--- src/sjcd_pkg.sv ---
// Package of the serial joystick command decoder.
// Holds the queue item types, character codes, arithmetic constants and the sine table.
// No dependencies.
`default_nettype none

package sjcd_pkg;

	localparam logic KIND_KEY = 1'b0;
	localparam logic KIND_JOY = 1'b1;

	localparam logic [7:0] CH_LF    = 8'd10;
	localparam logic [7:0] CH_CR    = 8'd13;
	localparam logic [7:0] CH_ZERO  = 8'h30;
	localparam logic [7:0] CH_NINE  = 8'h39;
	localparam logic [7:0] CH_UP_A  = 8'h41;
	localparam logic [7:0] CH_UP_B  = 8'h42;
	localparam logic [7:0] CH_UP_D  = 8'h44;
	localparam logic [7:0] CH_UP_F  = 8'h46;
	localparam logic [7:0] CH_UP_L  = 8'h4C;
	localparam logic [7:0] CH_UP_P  = 8'h50;
	localparam logic [7:0] CH_UP_R  = 8'h52;
	localparam logic [7:0] CH_UP_S  = 8'h53;
	localparam logic [7:0] CH_UP_U  = 8'h55;
	localparam logic [7:0] CH_UP_W  = 8'h57;
	localparam logic [7:0] CH_UP_X  = 8'h58;
	localparam logic [7:0] CH_UP_Y  = 8'h59;
	localparam logic [7:0] CH_UP_Z  = 8'h5A;
	localparam logic [7:0] CH_LO_A  = 8'h61;
	localparam logic [7:0] CH_LO_Z  = 8'h7A;
	localparam logic [7:0] CASE_GAP = 8'h20;

	localparam logic [8:0] ANGLE_MAX = 9'd359;

	// Speed = round(s * power * 100 / (99 * 32768)), done as
	// floor(floor((200 * s * power + 99 * 32768) / 65536) / 99).
	localparam logic [29:0] NUM_GAIN   = 30'd200;
	localparam logic [29:0] ROUND_BIAS = 30'd3244032;
	localparam logic [13:0] RECIP_99   = 14'd10592;

	localparam logic [14:0] SINE_Q15 [91] = '{
		15'd0,     15'd572,   15'd1144,  15'd1715,  15'd2286,
		15'd2856,  15'd3425,  15'd3993,  15'd4560,  15'd5126,
		15'd5690,  15'd6252,  15'd6813,  15'd7371,  15'd7927,
		15'd8481,  15'd9032,  15'd9580,  15'd10126, 15'd10668,
		15'd11207, 15'd11743, 15'd12275, 15'd12803, 15'd13328,
		15'd13848, 15'd14365, 15'd14876, 15'd15384, 15'd15886,
		15'd16384, 15'd16877, 15'd17364, 15'd17847, 15'd18324,
		15'd18795, 15'd19261, 15'd19720, 15'd20174, 15'd20622,
		15'd21063, 15'd21498, 15'd21926, 15'd22348, 15'd22763,
		15'd23170, 15'd23571, 15'd23965, 15'd24351, 15'd24730,
		15'd25102, 15'd25466, 15'd25822, 15'd26170, 15'd26510,
		15'd26842, 15'd27166, 15'd27482, 15'd27789, 15'd28088,
		15'd28378, 15'd28660, 15'd28932, 15'd29197, 15'd29452,
		15'd29698, 15'd29935, 15'd30163, 15'd30382, 15'd30592,
		15'd30792, 15'd30983, 15'd31164, 15'd31336, 15'd31499,
		15'd31651, 15'd31795, 15'd31928, 15'd32052, 15'd32166,
		15'd32270, 15'd32365, 15'd32449, 15'd32524, 15'd32589,
		15'd32643, 15'd32688, 15'd32723, 15'd32748, 15'd32763,
		15'd32767
	};

	typedef struct packed {
		logic       kind;
		logic [7:0] key;
		logic [8:0] angle;
		logic [6:0] power;
	} cmd_t;

	typedef struct packed {
		logic              kind;
		logic [7:0]        key;
		logic signed [7:0] straight;
		logic signed [7:0] turn;
	} res_t;

	function automatic logic [14:0] sine_lookup(input logic [6:0] idx);
		logic [14:0] val;
		val = '0;
		if (idx <= 7'd90) begin
			val = SINE_Q15[idx];
		end
		return val;
	endfunction

	function automatic logic is_key(input logic [7:0] c);
		return c == CH_UP_F || c == CH_UP_B || c == CH_UP_L || c == CH_UP_R ||
			c == CH_UP_W || c == CH_UP_X || c == CH_UP_Y || c == CH_UP_Z ||
			c == CH_UP_U || c == CH_UP_S || c == CH_UP_D;
	endfunction

	function automatic logic is_digit(input logic [7:0] c);
		return c >= CH_ZERO && c <= CH_NINE;
	endfunction

endpackage

`default_nettype wire

--- src/sjcd_fifo.sv ---
// Small register queue with a count, used between the decoder stages.
// Generic in width and depth; no package dependency.
`default_nettype none

module sjcd_fifo #(
	parameter int WIDTH = 8,
	parameter int DEPTH = 2
) (
	input  wire logic             clk,
	input  wire logic             arst_n,
	input  wire logic             push,
	input  wire logic [WIDTH-1:0] wdata,
	output logic                  full,
	input  wire logic             pop,
	output logic      [WIDTH-1:0] rdata,
	output logic                  empty
);

	localparam int PTR_W = (DEPTH > 1) ? $clog2(DEPTH) : 1;
	localparam int CNT_W = $clog2(DEPTH + 1);

	logic [WIDTH-1:0] entry_q [DEPTH];
	logic [PTR_W-1:0] wr_ptr_q;
	logic [PTR_W-1:0] rd_ptr_q;
	logic [CNT_W-1:0] count_q;
	logic             do_push;
	logic             do_pop;

	assign full    = count_q == CNT_W'(DEPTH);
	assign empty   = count_q == '0;
	assign do_pop  = pop && !empty;
	assign do_push = push && (!full || do_pop);
	assign rdata   = entry_q[rd_ptr_q];

	always_ff @(posedge clk or negedge arst_n) begin
		if (!arst_n) begin
			wr_ptr_q <= '0;
			rd_ptr_q <= '0;
			count_q  <= '0;
		end else begin
			if (do_push) begin
				wr_ptr_q <= (wr_ptr_q == PTR_W'(DEPTH - 1)) ? '0 : wr_ptr_q + 1'b1;
			end
			if (do_pop) begin
				rd_ptr_q <= (rd_ptr_q == PTR_W'(DEPTH - 1)) ? '0 : rd_ptr_q + 1'b1;
			end
			if (do_push && !do_pop) begin
				count_q <= count_q + 1'b1;
			end else if (do_pop && !do_push) begin
				count_q <= count_q - 1'b1;
			end
		end
	end

	always_ff @(posedge clk) begin
		if (do_push) begin
			entry_q[wr_ptr_q] <= wdata;
		end
	end

endmodule

`default_nettype wire

--- src/sjcd_front.sv ---
// Front part of the decoder: folds case, tracks text lines and joystick frames.
// Emits key and frame commands as sjcd_pkg::cmd_t items; uses sjcd_pkg.
`default_nettype none

module sjcd_front #(
	parameter int FRAME_BUF_DEPTH = 16
) (
	input  wire logic          clk,
	input  wire logic          arst_n,
	input  wire logic          take,
	input  wire logic [7:0]    rx_byte,
	input  wire logic          cfg_wr_en,
	input  wire logic          cfg_wr_data,
	output logic               cmd_push,
	output sjcd_pkg::cmd_t     cmd
);

	localparam int CNT_W = $clog2(FRAME_BUF_DEPTH + 1);

	logic             joy_en_q;
	logic             text_mode_q;
	logic [1:0]       line_cnt_q;
	logic [7:0]       line_first_q;
	logic [CNT_W-1:0] frame_cnt_q;
	logic [7:0]       frame_byte_q [1:6];

	logic             text_mode_d;
	logic [1:0]       line_cnt_d;
	logic [7:0]       line_first_d;
	logic [CNT_W-1:0] frame_cnt_d;
	logic             store_en;
	logic [7:0]       c;
	logic             line_end;
	logic [CNT_W-1:0] cnt_inc;
	logic             frame_ok;
	logic [3:0]       d1, d2, d3, d5, d6;
	logic [9:0]       angle;
	logic [6:0]       power;

	always_comb begin
		c = rx_byte;
		if (rx_byte >= sjcd_pkg::CH_LO_A && rx_byte <= sjcd_pkg::CH_LO_Z) begin
			c = rx_byte - sjcd_pkg::CASE_GAP;
		end
	end

	assign line_end = c == sjcd_pkg::CH_CR || c == sjcd_pkg::CH_LF;
	assign cnt_inc  = frame_cnt_q + 1'b1;

	assign d1 = 4'(frame_byte_q[1] - sjcd_pkg::CH_ZERO);
	assign d2 = 4'(frame_byte_q[2] - sjcd_pkg::CH_ZERO);
	assign d3 = 4'(frame_byte_q[3] - sjcd_pkg::CH_ZERO);
	assign d5 = 4'(frame_byte_q[5] - sjcd_pkg::CH_ZERO);
	assign d6 = 4'(frame_byte_q[6] - sjcd_pkg::CH_ZERO);
	assign angle = 10'(d1) * 10'd100 + 10'(d2) * 10'd10 + 10'(d3);
	assign power = 7'(d5) * 7'd10 + 7'(d6);

	// A frame counts its terminator, so eight bytes means seven already stored.
	assign frame_ok = frame_cnt_q >= CNT_W'(7) &&
		frame_byte_q[4] == sjcd_pkg::CH_UP_P &&
		sjcd_pkg::is_digit(frame_byte_q[1]) && sjcd_pkg::is_digit(frame_byte_q[2]) &&
		sjcd_pkg::is_digit(frame_byte_q[3]) && sjcd_pkg::is_digit(frame_byte_q[5]) &&
		sjcd_pkg::is_digit(frame_byte_q[6]) && angle <= 10'(sjcd_pkg::ANGLE_MAX);

	always_comb begin
		text_mode_d  = text_mode_q;
		line_cnt_d   = line_cnt_q;
		line_first_d = line_first_q;
		frame_cnt_d  = frame_cnt_q;
		store_en     = 1'b0;
		cmd_push     = 1'b0;
		cmd.kind     = sjcd_pkg::KIND_KEY;
		cmd.key      = (line_first_q == sjcd_pkg::CH_UP_D) ? sjcd_pkg::CH_UP_B : line_first_q;
		cmd.angle    = '0;
		cmd.power    = '0;
		if (take) begin
			if (text_mode_q) begin
				if (line_end) begin
					cmd_push     = line_cnt_q == 2'd1 && sjcd_pkg::is_key(line_first_q);
					text_mode_d  = 1'b0;
					line_cnt_d   = '0;
					line_first_d = '0;
				end else if (line_cnt_q < 2'd2) begin
					if (line_cnt_q == 2'd0) begin
						line_first_d = c;
					end
					line_cnt_d = line_cnt_q + 1'b1;
				end
			end else if (frame_cnt_q == '0 && line_end) begin
				text_mode_d = 1'b0;
			end else if (c == sjcd_pkg::CH_UP_A && joy_en_q) begin
				frame_cnt_d = CNT_W'(1);
			end else if (frame_cnt_q != '0) begin
				store_en = 1'b1;
				if (line_end) begin
					frame_cnt_d = '0;
					cmd_push    = frame_ok;
					cmd.kind    = sjcd_pkg::KIND_JOY;
					cmd.key     = '0;
					cmd.angle   = angle[8:0];
					cmd.power   = power;
				end else if (cnt_inc == CNT_W'(FRAME_BUF_DEPTH)) begin
					frame_cnt_d = '0;
					text_mode_d = 1'b1;
				end else begin
					frame_cnt_d = cnt_inc;
				end
			end else begin
				text_mode_d  = 1'b1;
				line_first_d = c;
				line_cnt_d   = 2'd1;
			end
		end
	end

	always_ff @(posedge clk or negedge arst_n) begin
		if (!arst_n) begin
			joy_en_q     <= 1'b1;
			text_mode_q  <= 1'b0;
			line_cnt_q   <= '0;
			line_first_q <= '0;
			frame_cnt_q  <= '0;
		end else begin
			text_mode_q  <= text_mode_d;
			line_cnt_q   <= line_cnt_d;
			line_first_q <= line_first_d;
			if (cfg_wr_en) begin
				joy_en_q    <= cfg_wr_data;
				frame_cnt_q <= '0;
			end else begin
				frame_cnt_q <= frame_cnt_d;
			end
		end
	end

	always_ff @(posedge clk) begin
		for (int i = 1; i <= 6; i++) begin
			if (store_en && frame_cnt_q == CNT_W'(i)) begin
				frame_byte_q[i] <= c;
			end
		end
	end

endmodule

`default_nettype wire

--- src/sjcd_back.sv ---
// Back part of the decoder: turns frame commands into speed pairs and passes key commands through, in five stages.
// Quadrant split, sine lookup, power multiply, rounding, reciprocal divide by 99; uses sjcd_pkg.
`default_nettype none

module sjcd_back (
	input  wire logic           clk,
	input  wire logic           arst_n,
	input  wire logic           cmd_valid,
	input  wire sjcd_pkg::cmd_t cmd,
	output logic                cmd_pop,
	input  wire logic           res_ready,
	output logic                res_push,
	output sjcd_pkg::res_t      res
);

	logic        advance;

	logic        v_s1, v_s2, v_s3, v_s4, v_s5;
	logic        kind_s1, kind_s2, kind_s3, kind_s4, kind_s5;
	logic [7:0]  key_s1, key_s2, key_s3, key_s4, key_s5;
	logic [1:0]  quad_s1;
	logic [6:0]  rem_s1;
	logic [6:0]  power_s1, power_s2;
	logic [14:0] mag_s2 [2];
	logic        neg_s2 [2];
	logic        neg_s3 [2];
	logic        neg_s4 [2];
	logic        neg_s5 [2];
	logic [21:0] prod_s3 [2];
	logic [13:0] y_s4 [2];
	logic [26:0] quot_s5 [2];

	logic [1:0]  quad_d;
	logic [8:0]  rem_d;
	logic [14:0] mag_d [2];
	logic        neg_d [2];
	logic [29:0] num_d [2];
	logic [7:0]  speed [2];

	assign advance  = !v_s5 || res_ready;
	assign cmd_pop  = advance && cmd_valid;
	assign res_push = v_s5 && res_ready;

	always_comb begin
		if (cmd.angle >= 9'd270) begin
			quad_d = 2'd3;
			rem_d  = cmd.angle - 9'd270;
		end else if (cmd.angle >= 9'd180) begin
			quad_d = 2'd2;
			rem_d  = cmd.angle - 9'd180;
		end else if (cmd.angle >= 9'd90) begin
			quad_d = 2'd1;
			rem_d  = cmd.angle - 9'd90;
		end else begin
			quad_d = 2'd0;
			rem_d  = cmd.angle;
		end
	end

	// Lane 0 is the sine (straight), lane 1 the cosine (turn) one quadrant on.
	always_comb begin
		for (int l = 0; l < 2; l++) begin
			logic [1:0] qq;
			qq       = quad_s1 + 2'(l);
			mag_d[l] = sjcd_pkg::sine_lookup(qq[0] ? (7'd90 - rem_s1) : rem_s1);
			neg_d[l] = qq[1];
			num_d[l] = 30'(prod_s3[l]) * sjcd_pkg::NUM_GAIN + sjcd_pkg::ROUND_BIAS;
			speed[l] = neg_s5[l] ? (8'd0 - {1'b0, quot_s5[l][26:20]}) :
				{1'b0, quot_s5[l][26:20]};
		end
	end

	always_comb begin
		res.kind     = kind_s5;
		res.key      = (kind_s5 == sjcd_pkg::KIND_KEY) ? key_s5 : 8'd0;
		res.straight = (kind_s5 == sjcd_pkg::KIND_JOY) ? $signed(speed[0]) : 8'sd0;
		res.turn     = (kind_s5 == sjcd_pkg::KIND_JOY) ? $signed(speed[1]) : 8'sd0;
	end

	always_ff @(posedge clk or negedge arst_n) begin
		if (!arst_n) begin
			v_s1 <= 1'b0;
			v_s2 <= 1'b0;
			v_s3 <= 1'b0;
			v_s4 <= 1'b0;
			v_s5 <= 1'b0;
		end else if (advance) begin
			v_s1 <= cmd_valid;
			v_s2 <= v_s1;
			v_s3 <= v_s2;
			v_s4 <= v_s3;
			v_s5 <= v_s4;
		end
	end

	always_ff @(posedge clk) begin
		if (advance) begin
			kind_s1  <= cmd.kind;
			key_s1   <= cmd.key;
			quad_s1  <= quad_d;
			rem_s1   <= rem_d[6:0];
			power_s1 <= cmd.power;

			kind_s2  <= kind_s1;
			key_s2   <= key_s1;
			power_s2 <= power_s1;

			kind_s3  <= kind_s2;
			key_s3   <= key_s2;
			kind_s4  <= kind_s3;
			key_s4   <= key_s3;
			kind_s5  <= kind_s4;
			key_s5   <= key_s4;

			for (int l = 0; l < 2; l++) begin
				mag_s2[l]  <= mag_d[l];
				neg_s2[l]  <= neg_d[l];
				prod_s3[l] <= {7'd0, mag_s2[l]} * {15'd0, power_s2};
				neg_s3[l]  <= neg_s2[l];
				y_s4[l]    <= num_d[l][29:16];
				neg_s4[l]  <= neg_s3[l];
				quot_s5[l] <= {13'd0, y_s4[l]} * {13'd0, sjcd_pkg::RECIP_99};
				neg_s5[l]  <= neg_s4[l];
			end
		end
	end

endmodule

`default_nettype wire

--- src/serial_joystick_command_decoder_top.sv ---
// Top level of the serial joystick command decoder.
// Connects sjcd_front, two sjcd_fifo queues and sjcd_back; uses sjcd_pkg.
//
//   channel   handshake            payload
//   input     push / full          rx_byte
//   result    empty / pop          result_kind, key_code, straight_speed, turn_speed
//   config    cfg_wr_en            cfg_wr_data (joystick_enable)
//
// One byte is taken per cycle while full is low; full rises only when the command
// queue between front and back is full. A result reaches the output queue from its
// closing byte through the command queue and the five back stages.
// The back stages stall together only when the output queue is full and not popped.
// Reset is asynchronous and leaves joystick mode on with no frame or line open.
`default_nettype none

module serial_joystick_command_decoder_top #(
	parameter int FRAME_BUF_DEPTH = 16
) (
	input  wire logic              clk,
	input  wire logic              arst_n,
	input  wire logic              push,
	output logic                   full,
	input  wire logic        [7:0] rx_byte,
	input  wire logic              cfg_wr_en,
	input  wire logic              cfg_wr_data,
	output logic                   empty,
	input  wire logic              pop,
	output logic                   result_kind,
	output logic             [7:0] key_code,
	output logic signed      [7:0] straight_speed,
	output logic signed      [7:0] turn_speed
);

	localparam int CMD_DEPTH = 2;
	localparam int RES_DEPTH = 2;
	localparam int CMD_W     = $bits(sjcd_pkg::cmd_t);
	localparam int RES_W     = $bits(sjcd_pkg::res_t);

	logic           take;
	logic           cmd_push;
	sjcd_pkg::cmd_t cmd_in;
	sjcd_pkg::cmd_t cmd_out;
	logic           cmd_empty;
	logic           cmd_pop;
	logic           res_push;
	logic           res_ready;
	logic           res_full;
	sjcd_pkg::res_t res_in;
	sjcd_pkg::res_t res_out;

	assign take      = push && !full;
	assign res_ready = !res_full || (pop && !empty);

	sjcd_front #(
		.FRAME_BUF_DEPTH(FRAME_BUF_DEPTH)
	) u_front (
		.clk         (clk),
		.arst_n      (arst_n),
		.take        (take),
		.rx_byte     (rx_byte),
		.cfg_wr_en   (cfg_wr_en),
		.cfg_wr_data (cfg_wr_data),
		.cmd_push    (cmd_push),
		.cmd         (cmd_in)
	);

	sjcd_fifo #(
		.WIDTH(CMD_W),
		.DEPTH(CMD_DEPTH)
	) u_cmd_fifo (
		.clk    (clk),
		.arst_n (arst_n),
		.push   (cmd_push),
		.wdata  (cmd_in),
		.full   (full),
		.pop    (cmd_pop),
		.rdata  (cmd_out),
		.empty  (cmd_empty)
	);

	sjcd_back u_back (
		.clk       (clk),
		.arst_n    (arst_n),
		.cmd_valid (!cmd_empty),
		.cmd       (cmd_out),
		.cmd_pop   (cmd_pop),
		.res_ready (res_ready),
		.res_push  (res_push),
		.res       (res_in)
	);

	sjcd_fifo #(
		.WIDTH(RES_W),
		.DEPTH(RES_DEPTH)
	) u_res_fifo (
		.clk    (clk),
		.arst_n (arst_n),
		.push   (res_push),
		.wdata  (res_in),
		.full   (res_full),
		.pop    (pop),
		.rdata  (res_out),
		.empty  (empty)
	);

	assign result_kind    = res_out.kind;
	assign key_code       = res_out.key;
	assign straight_speed = res_out.straight;
	assign turn_speed     = res_out.turn;

endmodule

`default_nettype wire

--- config.mk ---
export PLATFORM = sky130hd
export DESIGN_NAME = serial_joystick_command_decoder_top
export DESIGN_NICKNAME = d
export VERILOG_FILES = /design/src/sjcd_pkg.sv /design/src/sjcd_fifo.sv /design/src/sjcd_front.sv /design/src/sjcd_back.sv /design/src/serial_joystick_command_decoder_top.sv
export SDC_FILE = /design/constraint.sdc
export NUM_CORES = 2
export LEC_CHECK = 0
export ABC_AREA = 1
export BUFFER_PORTS_ARGS = -buffer_cell sky130_fd_sc_hd__buf_2
export CAP_MARGIN = 15
export CORE_ASPECT_RATIO = 0.7
export CORE_MARGIN = 2
export CORE_UTILIZATION = 35
export CTS_CLUSTER_SIZE = 20
export DETAILED_ROUTE_END_ITERATION = 16
export SLEW_MARGIN = 10
export SYNTH_ARGS = -nofsm -noshare
export SYNTH_HDL_FRONTEND = slang
export SYNTH_SLANG_ARGS = --single-unit
--- constraint.sdc ---
create_clock -name clk -period 8.5 [get_ports clk]
set_clock_uncertainty 0.2 [all_clocks]
set_input_delay 0.85 -clock clk [delete_from_list [all_inputs] [get_ports clk]]
set_output_delay 0.85 -clock clk [all_outputs]
set_load 0.03 [all_outputs]
Yosys cells after proc, flatten, opt, wreduce, memory -nomap -nowiden --
Memory sizes are Yosys's and may differ from the RTL's. Index checks and enable logic that the tools add are counted.
Word-level totals: bits of input ports 14, memory bits (read-only) 3840, memories kept 13, memory bits (writable) 302, output and inout port bits 27, logic and storage cells 318, flip-flop bits (word level) 98
Cells by class: multiplexer cells 107, magnitude comparators 22, multiply operators 9, add/subtract/negate cells 28, equal/unequal tests 32, reduce and logical (&&, ||, !) cells 74, bitwise logic cells 2
Memories:
- (no name shown) | depth 128, width 15, rd ports 1, clocked after Yosys merged registers in 0, write ports 0, line sjcd_pkg.sv:80 | val = SINE_Q15[idx];
- (no name shown) | depth 128, width 15, rd ports 1, clocked after Yosys merged registers in 0, write ports 0, line sjcd_pkg.sv:80
- u_cmd_fifo.entry_q | depth 2, width 25, rd ports 1, clocked after Yosys merged registers in 0, write ports 1, line sjcd_fifo.sv:22 | logic [WIDTH-1:0] entry_q [DEPTH];
- u_res_fifo.entry_q | depth 2, width 25, rd ports 1, clocked after Yosys merged registers in 0, write ports 1, line sjcd_fifo.sv:22
- u_front.frame_byte_q | depth 6, width 8, rd ports 6, clocked after Yosys merged registers in 0, write ports 1, line sjcd_front.sv:25 | logic [7:0] frame_byte_q [1:6];
- u_back.prod_s3 | depth 2, width 22, rd ports 2, clocked after Yosys merged registers in 0, write ports 2, line sjcd_back.sv:29 | logic [21:0] prod_s3 [2];
- +7 memories
Operator list (number):
- $mux W8 | 19
- $mux W25 | 6
- $eq A8 B7 Y1 const B | 13
- $mux W15 | 6
- $add A30 B22 Y30 const B | 2
- $mul A22 B5 Y27 const B | 2
- $mux W1 | 48
- $mul A14 B9 Y22 const B | 2
- $mul A15 B7 Y22 | 2
- $ge A8 B6 Y1 const B | 5
- $le A8 B6 Y1 const B | 5
- $mux W5 | 8
- $reduce_or A8 Y1 | 5
- $mux W7 | 5
- $logic_and A1 B1 Y1 | 33
- $mux W2 | 10
- $sub A4 B1 Y4 const B | 5
- $eq A8 B4 Y1 const B | 2
- $ge A8 B8 Y1 const B | 2
- $not A7 Y8 | 2
- $sub A1 B7 Y8 const A | 2
- $eq A5 B3 Y1 const B | 3
- $mux W3 | 5
- $le A7 B7 Y1 const B | 2
- 42 further kinds | 80

Depth between registers and ports, before layout --
word-level depth 20, gate-level depth with buffers 24

Modules after synthesis --
Synthesis repeated with hierarchy kept, for this count alone.
Unflattened totals: cells, all modules 4367, area, all modules 35930.7 sq um
Modules (own cells, without submodules):
- sjcd_back | cells an instance 3570, area an instance 27356.2 sq um, sequential area each 5890.6 sq um, times used 1
- sjcd_front | cells an instance 463, area an instance 4395.5 sq um, sequential area each 1868.0 sq um, times used 1
- sjcd_fifo | cells an instance 164, area an instance 2077.0 sq um, sequential area each 1601.5 sq um, times used 2
- serial_joystick_command_decoder_top | cells an instance 6, area an instance 25.0 sq um, sequential area each 0.0 sq um, times used 1

Worst setup path before layout --
OpenSTA, ideal clock, no wires.
kind input to register, from input pop, to register u_cmd_fifo.count_q[1], stages 7, setup time 0.131 ns, setup slack -0.904 ns, data arrival time 9.073 ns, cells stage by stage inv_1 nand4_1 o21ai_0 ha_1 a21oi_1 o21ai_0 xor2_1
On the way: cells in the longest elaborated chain, start to end 10, elaborated cells on any way between the ends 13, those cells by class mux (1); reduce/logical (12)
Ends and longest elaborated chain:
- start: declaration | line serial_joystick_command_decoder_top.sv:27 | input wire logic pop,
- $logic_and A1 B1 Y1 (*) | line serial_joystick_command_decoder_top.sv:52 | assign res_ready = !res_full || (pop && !empty);
- $logic_or A1 B1 Y1 (*) | line serial_joystick_command_decoder_top.sv:52
- $logic_or A1 B1 Y1 (*) | line sjcd_back.sv:40 | assign advance = !v_s5 || res_ready;
- $logic_and A1 B1 Y1 (*) | line sjcd_back.sv:41 | assign cmd_pop = advance && cmd_valid;
- $logic_and A1 B1 Y1 (*) | line sjcd_fifo.sv:31 | assign do_pop = pop && !empty;
- $logic_or A1 B1 Y1 | line sjcd_fifo.sv:32 | assign do_push = push && (!full || do_pop);
- $logic_and A1 B1 Y1 | line sjcd_fifo.sv:32
- $logic_not A1 Y1 | line sjcd_fifo.sv:49 | end else if (do_pop && !do_push) begin
- $logic_and A1 B1 Y1 | line sjcd_fifo.sv:49
- $reduce_bool A2 Y1 (no source line)
- end signal: assignment | line sjcd_fifo.sv:48 | count_q <= count_q + 1'b1;
- end signal: assignment | line sjcd_fifo.sv:50 | count_q <= count_q - 1'b1;
- end: declaration | line sjcd_fifo.sv:25 | logic [CNT_W-1:0] count_q;
Mark *: on every way between the ends. The rest lies on a longest branch, timed or not. A chain may end at the register's enable or synchronous reset.

==> parameters.txt <==
Parameter                              Value

Synthesis
  Number of nets in the synthesized netlist ... 4937
  Adder-Cell Fraction of Synth Area ... 28.1%
  Count of yosys warnings during synthesis ... 0
  Part of the Yosys area used for sequential elements ... 31.0%
  Synthesized-area fraction occupied by and/or/nand/nor cells ... 19.7%
  Predominant post-synthesis flop cell ... edfxtp_1
  Synthesized area per cell ... 8.29 um2
  Number of flops mapped to enable cells by yosys ... 340
  Multiplexer fraction of the synthesized cell area ... 0.120%
  Mapped cell area ... 35300 um2
  Post-synthesis compound-gate area fraction ... 7.70%
  Main combinational cell family by area after synthesis ... adder cells
  Synth cell types ... 63
  Xor/xnor share of the synthesized area ... 2.73%
  Asr flop ratio synth ... 8.11%
  Cell count after synthesis ... 4264
  Number of synthesized register bits ... 370

Route
  Detailed Route Iter0 Violations ... 2242
  DRC ... 0
  Routed vias/inst ... 4.83
  Detailed-route via count ... 27345
  Number of nets still failing antenna checks after routing ... 0
  Total Routed Length ... 83500 um
  Drt wl/cell ... 14.8 um
  Drt pass-1 iters ... 6

Placed design
  Post-DP HPWL ... 65600 um
  Number of I/O port buffers ... 40
  Dpl cell area ... 37000 um2
  Global placer's final weighted congestion ... 0.952

Timing
  Post-route fraction of the period consumed by the critical path ... 64.9%
  Setup repair after global routing missed its margin ... false
  Minimum period implied by the final worst setup slack ... 5.52 ns
  Final Hold Fails ... 0
  Worst slew pin tran ... 1.15 ns
  Fmax achieved ... 181 MHz
  Count of final setup violators ... 0
  Slew margin rel. ... 23.1%
  Final Slew Violations ... 0

Cells and area
  Final cell area excluding filler cells ... 38300 um2
  Syn-to-layout area delta ... 8.34%
  Most common library cell in the layout ignoring fill and taps ... nand2_1
  Commonest cells after routing, fill and taps aside ... nand2_1, inv_1, ha_1, edfxtp_1, nor2_1
  Number of nets in the final layout ... 4965
  Number of filler cells placed in the layout ... 10273
  Layout cells sized above 1 ... 4.51%
  # diodes ... 0

CTS
  Skew-Pair Late Insertion Delay ... 0.59 ns
  Number of buffers inserted during clock tree synthesis ... 39
  Postcts setup bufs ... 0
  H-tree depth ... 2
  Count of cells resized by post-cts repair ... 0
  TritonCTS clock tree ... built
  Register clock-pin slew on the reported worst setup and hold paths ... 0.07 ns
  Clock net sink count ... 370
  CTS hold repair buffers ... 0
  Cell at the root of the clock tree ... clkbuf_16
  Buffer depth of the longest clock path ... 3

Setup path
  Highest cell delay on the worst timing path ... 1.12 ns
  Path depth of the worst reg2reg path ... 13
  Setup crit start ... u_back.power_s2[3]
  Crit start category ... register
  Critical path cell sequence ... nand2_1, fa_1, inv_1, fa_1, fa_1, fa_1, ha_1, a21oi_1, o21ai_0, or2_2, a21oi_1, o21ai_0, xor2_1
  Worst Path Required ... 8.60 ns
  Endpoint kind of the worst setup timing path ... register
  Category of the most critical setup path ... reg2reg
  Top Family by Delay on Critical Path ... adder cells
  Highest-delay cell along the critical path ... edfxtp_1
  Most repeated library cell on the critical path ... fa_1
  Crit path depth ... 13
  Worst path bufs/invs ... 1
  FF-to-FF Start ... u_back.power_s2[3]
  Critical path arrival ... 5.62 ns
  Maximum fanout encountered on the critical timing path ... 30

Global route
  Global routing usage summed across all routing layers ... 16.2%
  Grt ovf ... 0
  Number of global-route vias before repair ... 25828
  Initial antenna violation count ... 4
  Pin count of the biggest net entering global routing ... 65
  First-pass GRT wire length ... 137000 um

Floorplanning
  Area of the die ... 104000 um2
  Placeable core region ... 100000 um2
  Die Span Y ... 270 um
  Die Span X ... 384 um
  # IOs ... 41
  Number of rows created at floorplan ... 97
  Starting Density ... 35.3%

Outcome
  Result of the run ... finished, final reports clean

Run
  Max-cap violations ... 0

Hold path
  Path type of the worst min-delay path ... in2async
-- stage by stage --
stage	TNS [ns]	hold WS, ns	utilization, %	setup WS, ns	cells
5_1_grt	0	0.205	38.2	2.55	5657
3_5_place_dp	0	0.205	37.0	3.02	5587
3_3_place_gp	0	0.201	37.0	3.12	5585
4_1_cts	0	0.172	38.2	2.98	5657
6_report	0	0.172	38.2	2.98	5657
2_1_floorplan	-71.75	0.200	-	-0.818	4264
-- final timing paths --
path / to / slack [ns]
max reg2reg: u_back.prod_s3[0][14] / 2.98
max: u_back.prod_s3[0][14] / 2.98
min reg2reg: u_back.key_s2[4] / 0.21
min: u_front.frame_cnt_q[4] / 0.17
max in group asynchronous: u_back.v_s4 / 7.32
min in group clk: u_back.key_s2[4] / 0.21
-- Yosys cell counts, types with 29 or more instances --
cell type,count,share of area (%)
xor2_1,81,2.0
ha_1,436,15
fa_1,223,13
o21ai_0,152,2.2
edfxtp_1,340,29
dfrtp_1,29,2.1
nor2_1,241,2.6
nand4_1,56,0.99
nor3_1,41,0.58
inv_1,885,9.4
xnor2_1,29,0.72
a21oi_1,182,2.6
nand2_1,1075,11
nand3_1,199,2.8
clkbuf_1,38,0.40
-- cell type report --
type                       count  area [um2]  area share (%)
clock buffer                  44         995            2.60
timing repair buffer          65         385            1.01
tap                         1336        1670            4.37
sequential                   370       11000            28.6
clock inverter                26         273           0.712
inverter                     899        3380            8.84
multi-input combinational   2917       20600            53.8
-- per-layer routing --
layer / vias to the layer above / track usage [%] / part of all wire [%]
met1: 12839 / 26.4 / 53
met4: 0 / 2.58 / 1.2
met5: - / 0 / 0
met3: 70 / 2.83 / 6.9
li1: 13702 / - / -
met2: 734 / 22.1 / 39
-- flip-flops by register name, indices dropped and copies added, names as in the netlist, 14 cells and up --
signal / flops
u_cmd_fifo.entry_q: 50
u_res_fifo.entry_q: 50
u_front.frame_byte_q: 48
u_back.prod_s3: 44
u_back.mag_s2: 30
u_back.y_s4: 28
u_back.quot_s5: 14
-- cell families (layout without fill, tap and decap cells) --
family / count (synthesis) / after routing
and+or+nand+nor: 1674 / 1674
DFF: 370 / 370
muxes: 4 / 4
xor gates and xnor gates: 110 / 110
adders and majority gates: 659 / 659
AOI/OAI and AO/OA: 470 / 470
buffers and inverters: 977 / 1034
Power is left out: the tool's default activity adds up to more than one toggle a clock period on the data nets, which glitch-free logic cannot reach.
